==> config.mk <==
export PLATFORM = sky130hd
export DESIGN_NAME = grid_line_of_sight
export DESIGN_NICKNAME = d
export VERILOG_FILES = /design/src/design/glos_pkg.sv /design/src/design/grid_line_of_sight.sv
export SDC_FILE = /design/constraint.sdc
export NUM_CORES = 2
export LEC_CHECK = 0
export ABC_AREA = 1
export BUFFER_PORTS_ARGS = -buffer_cell sky130_fd_sc_hd__clkbuf_2
export CORE_MARGIN = 2
export CORE_UTILIZATION = 35
export CTS_CLUSTER_DIAMETER = 80
export DETAILED_ROUTE_END_ITERATION = 10
export SETUP_SLACK_MARGIN = 0.02
export SYNTH_ARGS = -nofsm -noshare
export SYNTH_HDL_FRONTEND = slang
export SYNTH_SLANG_ARGS = --single-unit
==> constraint.sdc <==
create_clock -name i_clk -period 4 [get_ports i_clk]
set_clock_uncertainty 0.15 [all_clocks]
set_input_delay 0.4 -clock i_clk [delete_from_list [all_inputs] [get_ports i_clk]]
set_output_delay 0.4 -clock i_clk [all_outputs]
set_load 0.05 [all_outputs]
==> src/design/glos_pkg.sv <==
`default_nettype none
// ----------------------------------------------------------------------------
// glos_pkg
// Shared types and constants for the grid line-of-sight block.
// ----------------------------------------------------------------------------
package glos_pkg;

    // Map geometry; the row stride of the bitmap is fixed at MAP_DIM
    localparam int MAP_DIM = 32;
    localparam int IDX_W   = $clog2(MAP_DIM);   // row / column index
    localparam int DIM_W   = IDX_W + 1;         // effective width / height
    localparam int ERR_W   = IDX_W + 1;         // walk error term

    // Coordinates: 7-bit signed inputs, 8-bit signed after neighbor offset
    localparam int CRD_W   = 7;
    localparam int POS_W   = CRD_W + 1;

    // Configuration port
    localparam int CFG_W     = 6;
    localparam int CFG_IDX_W = 1;
    localparam logic [CFG_IDX_W-1:0] CFG_MAP_WIDTH  = 1'd0;
    localparam logic [CFG_IDX_W-1:0] CFG_MAP_HEIGHT = 1'd1;
    localparam logic [CFG_W-1:0]     CFG_DIM_RESET  = 6'd25;

    // Stream payload layout
    localparam int S_TDATA_W = 32;
    localparam int S_TUSER_W = 2;
    localparam int M_TDATA_W = 8;
    localparam int SX_LSB    = 0;
    localparam int SY_LSB    = SX_LSB + CRD_W;
    localparam int EX_LSB    = SY_LSB + CRD_W;
    localparam int EY_LSB    = EX_LSB + CRD_W;
    localparam int SEE_BIT   = EY_LSB + CRD_W;

    // Neighbor offsets, two's complement
    localparam logic [1:0] OFS_NEG  = 2'b11;
    localparam logic [1:0] OFS_ZERO = 2'b00;
    localparam logic [1:0] OFS_POS  = 2'b01;

    typedef enum logic [1:0] {
        REQ_WRITE  = 2'd0,
        REQ_STRICT = 2'd1,
        REQ_LOOSE  = 2'd2
    } t_req;

    typedef enum logic [2:0] {
        ST_IDLE,
        ST_WR_RD,
        ST_WR_WB,
        ST_CAND,
        ST_CAND_CHK,
        ST_WALK,
        ST_NEXT,
        ST_DONE
    } t_state;

    // Signed coordinate inside [0, lim)
    function automatic logic cell_in(input logic [POS_W-1:0] c, input logic [DIM_W-1:0] lim);
        return !c[POS_W-1] && (c[POS_W-2:0] < (POS_W-1)'(lim));
    endfunction

endpackage : glos_pkg
`default_nettype wire

==> src/design/grid_line_of_sight.sv <==
`default_nettype none
// ----------------------------------------------------------------------------
// grid_line_of_sight
// Transparency bitmap of a grid with Bresenham line-of-sight queries.
//
//   channel   dir  handshake                    payload
//   s_axis    in   tvalid / tready              tdata: cell coords, bit; tuser: request
//   m_axis    out  tvalid / tready              tdata: visible, write_done
//   cfg       in   wr_en (no wait)              idx, data: map width / height
//
// Cell write: ST_WR_RD reads the row, ST_WR_WB writes it back with the cell
// changed; a write off the map goes to ST_DONE. Strict query: ST_CAND reads
// the candidate row, ST_CAND_CHK checks it and sets up the walk, ST_WALK tests
// the cells between the ends; a loose query tries up to nine candidates. Each
// tested cell costs one read of the single bitmap read port, one per cycle.
// Reset: rows of the bitmap carry valid flags, so unwritten rows read opaque
// and no clearing pass is needed; the block is idle and ready after reset.
// One item at a time; a finished result waits in the output register.
// ----------------------------------------------------------------------------
module grid_line_of_sight (
    input  wire logic                               i_clk,
    input  wire logic                               i_rst_n,
    // start_x[6:0], start_y[13:7], end_x[20:14], end_y[27:21], see_through[28]
    input  wire logic [glos_pkg::S_TDATA_W-1:0]     i_s_axis_tdata,
    // req_type[1:0]
    input  wire logic [glos_pkg::S_TUSER_W-1:0]     i_s_axis_tuser,
    input  wire logic                               i_s_axis_tvalid,
    output logic                                    o_s_axis_tready,
    // visible[0], write_done[1]
    output logic [glos_pkg::M_TDATA_W-1:0]          o_m_axis_tdata,
    output logic                                    o_m_axis_tvalid,
    input  wire logic                               i_m_axis_tready,
    input  wire logic                               i_cfg_wr_en,
    input  wire logic [glos_pkg::CFG_IDX_W-1:0]     i_cfg_idx,
    input  wire logic [glos_pkg::CFG_W-1:0]         i_cfg_data
);
    import glos_pkg::*;

    // ---------------- registers ----------------
    t_state                 r_state, n_state;
    logic [CFG_W-1:0]       r_map_w, r_map_h;
    logic                   r_strict, n_strict;
    logic [CRD_W-1:0]       r_sx, n_sx, r_sy, n_sy, r_ex, n_ex, r_ey, n_ey;
    logic                   r_see, n_see;
    logic                   r_wr_ok, n_wr_ok;
    logic [1:0]             r_ox, n_ox, r_oy, n_oy;
    logic [POS_W-1:0]       r_cx, n_cx, r_cy, n_cy;
    logic                   r_xmaj, n_xmaj;
    logic [IDX_W-1:0]       r_a, n_a, r_b, n_b;
    logic                   r_adir, n_adir, r_bdir, n_bdir;
    logic [IDX_W-1:0]       r_maj, n_maj, r_min, n_min;
    logic [ERR_W-1:0]       r_err, n_err;
    logic [IDX_W-1:0]       r_left, n_left;
    logic                   r_pend, n_pend;
    logic [IDX_W-1:0]       r_pend_col, n_pend_col;
    logic                   r_res_vis, n_res_vis, r_res_done, n_res_done;
    logic                   r_ov, n_ov, r_ovis, n_ovis, r_odone, n_odone;

    // ---------------- bitmap ----------------
    logic [MAP_DIM-1:0]     mem [MAP_DIM];
    logic [MAP_DIM-1:0]     r_rowv;
    logic [MAP_DIM-1:0]     r_rd_data;
    logic                   r_rd_rowv;
    logic [IDX_W-1:0]       rd_addr;
    logic                   mem_we;
    logic [MAP_DIM-1:0]     wr_row;
    logic [MAP_DIM-1:0]     rd_row;

    // ---------------- combinational ----------------
    logic                   s_acc, out_free;
    t_req                   in_req;
    logic [CRD_W-1:0]       in_sx, in_sy;
    logic [DIM_W-1:0]       eff_w, eff_h;
    logic                   in_wr_ok;
    logic [POS_W-1:0]       cand_x, cand_y;
    logic [IDX_W-1:0]       cx_i, cy_i, ex_i, ey_i, acx, acy;
    logic                   x_neg, y_neg, xmaj, adj, cand_ok, end_ok, go;
    logic                   cand_last;
    logic [IDX_W-1:0]       a_nx, b_nx, walk_row, walk_col;
    logic                   stp;
    logic [ERR_W-1:0]       err_base, err_nx;
    logic                   fail;

    assign s_acc    = i_s_axis_tvalid && o_s_axis_tready;
    assign out_free = !r_ov || i_m_axis_tready;
    assign in_req   = t_req'(i_s_axis_tuser);
    assign in_sx    = i_s_axis_tdata[SX_LSB +: CRD_W];
    assign in_sy    = i_s_axis_tdata[SY_LSB +: CRD_W];

    // Dimensions above MAP_DIM clamp to MAP_DIM
    always_comb begin
        if (32'(r_map_w) > MAP_DIM) begin
            eff_w = DIM_W'(MAP_DIM);
        end else begin
            eff_w = DIM_W'(r_map_w);
        end
        if (32'(r_map_h) > MAP_DIM) begin
            eff_h = DIM_W'(MAP_DIM);
        end else begin
            eff_h = DIM_W'(r_map_h);
        end
    end

    assign in_wr_ok = cell_in({in_sx[CRD_W-1], in_sx}, eff_w) &&
                      cell_in({in_sy[CRD_W-1], in_sy}, eff_h);

    // Unwritten rows read as all opaque
    assign rd_row = r_rd_rowv ? r_rd_data : '0;

    // Candidate start: start cell plus neighbor offset
    assign cand_x = {r_sx[CRD_W-1], r_sx} + {{(POS_W-2){r_ox[1]}}, r_ox};
    assign cand_y = {r_sy[CRD_W-1], r_sy} + {{(POS_W-2){r_oy[1]}}, r_oy};
    assign cand_last = (r_ox == OFS_POS) && (r_oy == OFS_POS);

    // Candidate check and walk setup; the setup is used only when go finds both ends in the map
    assign cx_i   = r_cx[IDX_W-1:0];
    assign cy_i   = r_cy[IDX_W-1:0];
    assign ex_i   = r_ex[IDX_W-1:0];
    assign ey_i   = r_ey[IDX_W-1:0];
    assign x_neg  = ex_i < cx_i;
    assign y_neg  = ey_i < cy_i;
    assign acx    = x_neg ? cx_i - ex_i : ex_i - cx_i;
    assign acy    = y_neg ? cy_i - ey_i : ey_i - cy_i;
    assign xmaj   = acx > acy;
    assign adj    = (acx <= IDX_W'(1)) && (acy <= IDX_W'(1));
    assign cand_ok = cell_in(r_cx, eff_w) && cell_in(r_cy, eff_h);
    assign end_ok  = cell_in({r_ex[CRD_W-1], r_ex}, eff_w) &&
                     cell_in({r_ey[CRD_W-1], r_ey}, eff_h);
    assign go = cand_ok && end_ok &&
                (((r_ox == OFS_ZERO) && (r_oy == OFS_ZERO)) || rd_row[cx_i]);

    // Bresenham step along the major axis
    assign a_nx     = r_adir ? r_a - IDX_W'(1) : r_a + IDX_W'(1);
    assign stp      = r_err >= {1'b0, r_maj};
    assign b_nx     = stp ? (r_bdir ? r_b - IDX_W'(1) : r_b + IDX_W'(1)) : r_b;
    assign err_base = stp ? r_err - {1'b0, r_maj} : r_err;
    assign err_nx   = err_base + {1'b0, r_min};
    assign walk_col = r_xmaj ? a_nx : b_nx;
    assign walk_row = r_xmaj ? b_nx : a_nx;
    assign fail     = r_pend && !rd_row[r_pend_col];

    // ---------------- next state ----------------
    always_comb begin
        n_state = r_state;
        case (r_state)
            ST_IDLE: begin
                if (s_acc) begin
                    case (in_req)
                        REQ_WRITE:             n_state = in_wr_ok ? ST_WR_RD : ST_DONE;
                        REQ_STRICT, REQ_LOOSE: n_state = ST_CAND;
                        default:               n_state = ST_DONE;
                    endcase
                end
            end
            ST_WR_RD:    n_state = ST_WR_WB;
            ST_WR_WB:    n_state = ST_DONE;
            ST_CAND:     n_state = ST_CAND_CHK;
            ST_CAND_CHK: begin
                if (!go) begin
                    n_state = ST_NEXT;
                end else if (adj) begin
                    n_state = ST_DONE;
                end else begin
                    n_state = ST_WALK;
                end
            end
            ST_WALK: begin
                if (fail) begin
                    n_state = ST_NEXT;
                end else if (r_left == '0) begin
                    n_state = ST_DONE;
                end
            end
            ST_NEXT:     n_state = (r_strict || cand_last) ? ST_DONE : ST_CAND;
            ST_DONE:     n_state = out_free ? ST_IDLE : ST_DONE;
            default:     n_state = ST_IDLE;
        endcase
    end

    // ---------------- datapath and outputs ----------------
    always_comb begin
        n_strict   = r_strict;
        n_sx       = r_sx;
        n_sy       = r_sy;
        n_ex       = r_ex;
        n_ey       = r_ey;
        n_see      = r_see;
        n_wr_ok    = r_wr_ok;
        n_ox       = r_ox;
        n_oy       = r_oy;
        n_cx       = r_cx;
        n_cy       = r_cy;
        n_xmaj     = r_xmaj;
        n_a        = r_a;
        n_b        = r_b;
        n_adir     = r_adir;
        n_bdir     = r_bdir;
        n_maj      = r_maj;
        n_min      = r_min;
        n_err      = r_err;
        n_left     = r_left;
        n_pend     = r_pend;
        n_pend_col = r_pend_col;
        n_res_vis  = r_res_vis;
        n_res_done = r_res_done;
        n_ov       = r_ov && !i_m_axis_tready;
        n_ovis     = r_ovis;
        n_odone    = r_odone;
        rd_addr    = '0;
        mem_we     = 1'b0;
        wr_row     = rd_row;
        wr_row[r_sx[IDX_W-1:0]] = r_see;

        case (r_state)
            ST_IDLE: begin
                if (s_acc) begin
                    n_strict   = (in_req == REQ_STRICT);
                    n_sx       = in_sx;
                    n_sy       = in_sy;
                    n_ex       = i_s_axis_tdata[EX_LSB +: CRD_W];
                    n_ey       = i_s_axis_tdata[EY_LSB +: CRD_W];
                    n_see      = i_s_axis_tdata[SEE_BIT];
                    n_wr_ok    = in_wr_ok;
                    n_ox       = (in_req == REQ_STRICT) ? OFS_ZERO : OFS_NEG;
                    n_oy       = (in_req == REQ_STRICT) ? OFS_ZERO : OFS_NEG;
                    n_res_vis  = 1'b0;
                    n_res_done = 1'b0;
                end
            end
            ST_WR_RD: begin
                rd_addr = r_sy[IDX_W-1:0];
            end
            ST_WR_WB: begin
                mem_we     = 1'b1;
                n_res_done = 1'b1;
            end
            ST_CAND: begin
                n_cx    = cand_x;
                n_cy    = cand_y;
                rd_addr = cand_y[IDX_W-1:0];
            end
            ST_CAND_CHK: begin
                n_res_vis = go && adj;
                n_xmaj    = xmaj;
                n_a       = xmaj ? cx_i : cy_i;
                n_b       = xmaj ? cy_i : cx_i;
                n_adir    = xmaj ? x_neg : y_neg;
                n_bdir    = xmaj ? y_neg : x_neg;
                n_maj     = xmaj ? acx : acy;
                n_min     = xmaj ? acy : acx;
                n_err     = {1'b0, (xmaj ? acy : acx)};
                n_left    = (xmaj ? acx : acy) - IDX_W'(1);
                n_pend    = 1'b0;
            end
            ST_WALK: begin
                // issue the next cell while checking the one read last cycle
                rd_addr = walk_row;
                if (r_left != '0) begin
                    n_a        = a_nx;
                    n_b        = b_nx;
                    n_err      = err_nx;
                    n_left     = r_left - IDX_W'(1);
                    n_pend     = 1'b1;
                    n_pend_col = walk_col;
                end else begin
                    n_pend = 1'b0;
                end
                if (!fail && r_left == '0) begin
                    n_res_vis = 1'b1;
                end
            end
            ST_NEXT: begin
                if (r_ox == OFS_POS) begin
                    n_ox = OFS_NEG;
                    n_oy = r_oy + 2'd1;
                end else begin
                    n_ox = r_ox + 2'd1;
                end
            end
            ST_DONE: begin
                if (out_free) begin
                    n_ov    = 1'b1;
                    n_ovis  = r_res_vis;
                    n_odone = r_res_done;
                end
            end
            default: begin
                n_pend = 1'b0;
            end
        endcase
    end

    // ---------------- registers ----------------
    always_ff @(posedge i_clk) begin
        if (!i_rst_n) begin
            r_state <= ST_IDLE;
            r_map_w <= CFG_DIM_RESET;
            r_map_h <= CFG_DIM_RESET;
            r_ov    <= 1'b0;
            r_pend  <= 1'b0;
            r_rowv  <= '0;
        end else begin
            r_state <= n_state;
            r_ov    <= n_ov;
            r_pend  <= n_pend;
            if (i_cfg_wr_en) begin
                case (i_cfg_idx)
                    CFG_MAP_WIDTH:  r_map_w <= i_cfg_data;
                    CFG_MAP_HEIGHT: r_map_h <= i_cfg_data;
                    default: ;
                endcase
            end
            if (mem_we) begin
                r_rowv[r_sy[IDX_W-1:0]] <= 1'b1;
            end
        end
    end

    always_ff @(posedge i_clk) begin
        r_strict   <= n_strict;
        r_sx       <= n_sx;
        r_sy       <= n_sy;
        r_ex       <= n_ex;
        r_ey       <= n_ey;
        r_see      <= n_see;
        r_wr_ok    <= n_wr_ok;
        r_ox       <= n_ox;
        r_oy       <= n_oy;
        r_cx       <= n_cx;
        r_cy       <= n_cy;
        r_xmaj     <= n_xmaj;
        r_a        <= n_a;
        r_b        <= n_b;
        r_adir     <= n_adir;
        r_bdir     <= n_bdir;
        r_maj      <= n_maj;
        r_min      <= n_min;
        r_err      <= n_err;
        r_left     <= n_left;
        r_pend_col <= n_pend_col;
        r_res_vis  <= n_res_vis;
        r_res_done <= n_res_done;
        r_ovis     <= n_ovis;
        r_odone    <= n_odone;
    end

    // Bitmap: one row per entry, registered read, read-modify-write for cell writes
    always_ff @(posedge i_clk) begin
        if (mem_we) begin
            mem[r_sy[IDX_W-1:0]] <= wr_row;
        end
        r_rd_data <= mem[rd_addr];
        r_rd_rowv <= r_rowv[rd_addr];
    end

    assign o_s_axis_tready = (r_state == ST_IDLE);
    assign o_m_axis_tvalid = r_ov;
    assign o_m_axis_tdata  = {(M_TDATA_W - 2)'(0), r_odone, r_ovis};

    // ---------------- assertions ----------------
    a_res_exclusive: assert property (@(posedge i_clk) disable iff (!i_rst_n)
        o_m_axis_tvalid |-> !(r_ovis && r_odone))
        else $error("visible and write_done both set");

    a_walk_span: assert property (@(posedge i_clk) disable iff (!i_rst_n)
        (r_state == ST_WALK) |-> (r_maj > IDX_W'(1)))
        else $error("walk entered for adjacent cells");

    a_out_from_done: assert property (@(posedge i_clk) disable iff (!i_rst_n)
        $rose(o_m_axis_tvalid) |-> ($past(r_state) == ST_DONE))
        else $error("result beat raised outside completion");

    a_wb_valid: assert property (@(posedge i_clk) disable iff (!i_rst_n)
        (r_state == ST_WR_WB) |-> r_wr_ok)
        else $error("bitmap write for a cell outside the map");

    a_one_item: assert property (@(posedge i_clk) disable iff (!i_rst_n)
        s_acc |=> !o_s_axis_tready)
        else $error("second beat taken while an item is in flight");

endmodule : grid_line_of_sight
`default_nettype wire

==> out/metrics.csv <==
stage;metric;value;unit
logic_synthesis;async_reset_ff_share;0;%
sta;fin_crit_sh;92.7;%
sta;maxSlewViolCount;0;
place;routabilityCongestion;0.907;
clock_network;cts_made_buffers;132;
sta;grt_setup_unrepaired;yes;
final_layout;finalInstanceArea;64600;um^2
logic_synthesis;yosys.area_share.adder;2.42;%
sta;setup_viol;0;
routing;totalWireLength;161;mm
logic_synthesis;synthSimpleGateAreaFrac;23.8;%
place;dp_hpwl;88.1;mm
logic_synthesis;synth_common_cells;nand3_1 (1210), nand2_1 (1203), edfxtp_1 (1117);
clock_network;clock_latency;790;ps
floorplanning;initial_core_util;35.2;%
routing;wl_per_cell;20.7;um
sta;hold_viol_final;0;
logic_synthesis;syn_inst;5520;
global_route;grt_max_degree;123;
clock_network;clk_pin_slew;60;ps
logic_synthesis;yosysSeqAreaShare;63.1;%
logic_synthesis;synth_area_leaders;edfxtp_1 (60%), nand3_1 (11%), nand2_1 (8.1%), inv_1 (5.3%), nand3b_1 (3.1%);
critical_path;crit_slowest_cell;edfxtp_1;
routing;first_pass_iters;5;
final_layout;nets;5777;
floorplanning;core;158000;um^2
outcome;outcome;completed;
critical_path;critPathMaxStageDelay;420;ps
logic_synthesis;yosys_warnings;0;
logic_synthesis;syn_area;55700;um^2
global_route;antenna_found_initial;1;
clock_network;ctsRootBufferMaster;clkbuf_16;
routing;routed_via_density;5.13;
routing;routed-via-count;40065;
logic_synthesis;synth_compound_area_share;2.01;%
floorplanning;die_w;403;um
logic_synthesis;synth_xor_area_share;0.503;%
critical_path;cp.arrival;4050;ps
sta;setup_ws;293;ps
logic_synthesis;synthMuxAreaShare;0.0718;%
sta;setup-tns-final;0;ps
critical_path;cp_cell_sequence;buf_4, ha_1, inv_1, fa_2, nand3_1, nand2_1, nand2_1, nand3_1, nand2_1, inv_1, ha_1, nand2_2, nor2_2, nand2_1, o211ai_1, nand2_1, inv_2, buf_4, o21ai_1, mux2i_1, nand3_1, xnor2_1;
pwr;ir_drop;0.000470;V
pwr;powerDensity;725;nW/um^2
logic_synthesis;synth_edf_count;1117;
sta;fin_crit;3710;ps
logic_synthesis;synth_top_cell_by_area;edfxtp_1;
logic_synthesis;ys_types;43;
final_layout;drive_gt1_share;9.32;%
global_route;grt_pass1_vias;37956;
clock_network;cts_tree;built;
logic_synthesis;synth_area_per_cell;10.1;um^2
global_route;grt-ovfl-total;0;
critical_path;crit_path_frequent_cell;nand2_1;
place;pre_cts_ws;210;ps
sta;relSlewSlack;9.84;%
logic_synthesis;synth_top_area_share;60.2;%
place;io_buffers;46;
routing;ant_nets;0;
critical_path;critical_path_class;reg2reg;
logic_synthesis;yosysMostFrequentCell;nand3_1;
clock_network;numClockSinks;1199;
logic_synthesis;ys_seq_elements;1199;
sta;fmax;0.270;GHz
pwr;p_leak;26.2;nW
floorplanning;die_y;403;um
logic_synthesis;synthFlopType;edfxtp_1;
critical_path;cp.required;4340;ps
place;place_area;59700;um^2
critical_path;path_delay_family;simple AND/OR/NAND/NOR gates;
worst_hold_path;hp-class;in2reg;
critical_path;path_buf_inv;5;
floorplanning;die_area;162000;um^2
critical_path;worstSetupStartpointType;flip-flop;
floorplanning;io_pins;56;
job;maxCapViolations;0;
floorplanning;rows;146;
sta;worst_pin_slew;1350;ps
critical_path;cp_max_fo;7;
clock_network;cts_max_level;4;
routing;drcViolationCount;0;
final_layout;area_growth;15.9;%
routing;first_iter_violations;3989;
logic_synthesis;synth_top_family_by_area;simple AND/OR/NAND/NOR gates;
global_route;grt_usage;19.6;%
critical_path;end_kind;flip-flop;
final_layout;final_util;40.8;%
global_route;grt_pass1_wl;241;mm
clock_network;clock_path_buffers;3;
where the power goes:
group | switching (W) | leakage, nW | internal (W) | total, W
Sequential | 0.000470 | 11.0 | 0.0157 | 0.0162
Clock | 0.00513 | 2.11 | 0.00700 | 0.0121
Combinational | 0.0126 | 13.1 | 0.00590 | 0.0185
Total | 0.0182 | 26.2 | 0.0286 | 0.0468
state kept, by name, indices dropped and copies added (netlist names), 3 cells and up:
name and cells:
r_rowv 32, r_state 3, r_maj 5, r_ex 7, r_pend_col 5, r_b 5, r_a 5, r_ey 7
r_rd_data 32, r_sy 7, r_err 6, r_cy 8, r_left 5, r_min 5, r_map_w 6, mem 1024
r_sx 7, r_map_h 6, r_cx 8
worst paths after layout:
kind,from,end,slack [ps],cells after the start
max,r_cx[0],r_left[4],290,22
min,i_s_axis_tuser[1],r_state[2],120,7
max reg2reg,r_cx[0],r_left[4],290,22
min reg2reg,r_rowv[28],r_rowv[28],310,2
placed cells by master (no fill, tap or decap), types with 24 or more instances in the layout:
| cell type | instances |
|---|---|
| dlygate4sd3_1 | 50 |
| nor3_1 | 24 |
| a21oi_1 | 69 |
| nor2_1 | 136 |
| dfxtp_1 | 82 |
| nor2_4 | 35 |
| clkbuf_1 | 36 |
| edfxtp_1 | 1117 |
| ha_1 | 91 |
| nand3b_1 | 232 |
| nand3_1 | 1207 |
| clkbuf_2 | 46 |
| nand2_1 | 1201 |
| inv_1 | 778 |
| buf_12 | 60 |
| buf_4 | 134 |
| o21ai_0 | 61 |
| clkbuf_16 | 133 |
logic make-up after synthesis:
logic type               after synthesis
AND/OR/NAND/NOR                     2870
other                                  1
XOR/XNOR                              32
multiplexers                           4
adder cells (fa/ha/maj)              102
AO/OA/AOI/OAI                        202
buffers and inverters               1110
flip-flops                          1199
through the flow:
stage          std cells  hold slack [ps]  total power [W]
2_1_floorplan       5525              250           0.0284
3_3_place_gp        7511              254           0.0344
3_5_place_dp        7511              256           0.0346
4_1_cts             7804             84.1           0.0468
5_1_grt             7810              144           0.0495
6_report            7811              122           0.0468
cell type report:
class	instances	area, um^2
Antenna cell	1	2.50
Sequential cell	1199	35200
Multi-Input combinational cell	3216	16600
Inverter	790	2970
Fill cell	14994	93600
Timing Repair Buffer	290	2940
Tap cell	2072	2590
Clock inverter	55	581
Clock buffer	188	3720
metal layers:
metal / share of wire [%] / GRT usage (%) / wire length [um] / up-vias
met4: 3.6 / 7.31 / 5770 / 0
met5: 0 / 0 / 0 / -
li1: - / - / - / 18798
met1: 42 / 26.0 / 67300 / 19412
met3: 7.4 / 3.30 / 12000 / 335
met2: 47 / 32.1 / 76300 / 1520
what timing repair did:
item / in CTS / in global routing
buffers inserted: 0 / 6
hold buffers: 50 / 0
endpoints found under the hold margin: 53 / 0
endpoints found under the setup margin: 0 / 4
resized for setup: 0 / 23
tightest hold or removal path: cells and delay by family:
kind	cells	cell delay, ps
buffers and inverters	2	160
adders and majority gates	1	140
AOI/OAI and AO/OA	2	170
and+or+nand+nor	2	150
Note: power is estimated with default switching activity, not from simulation.
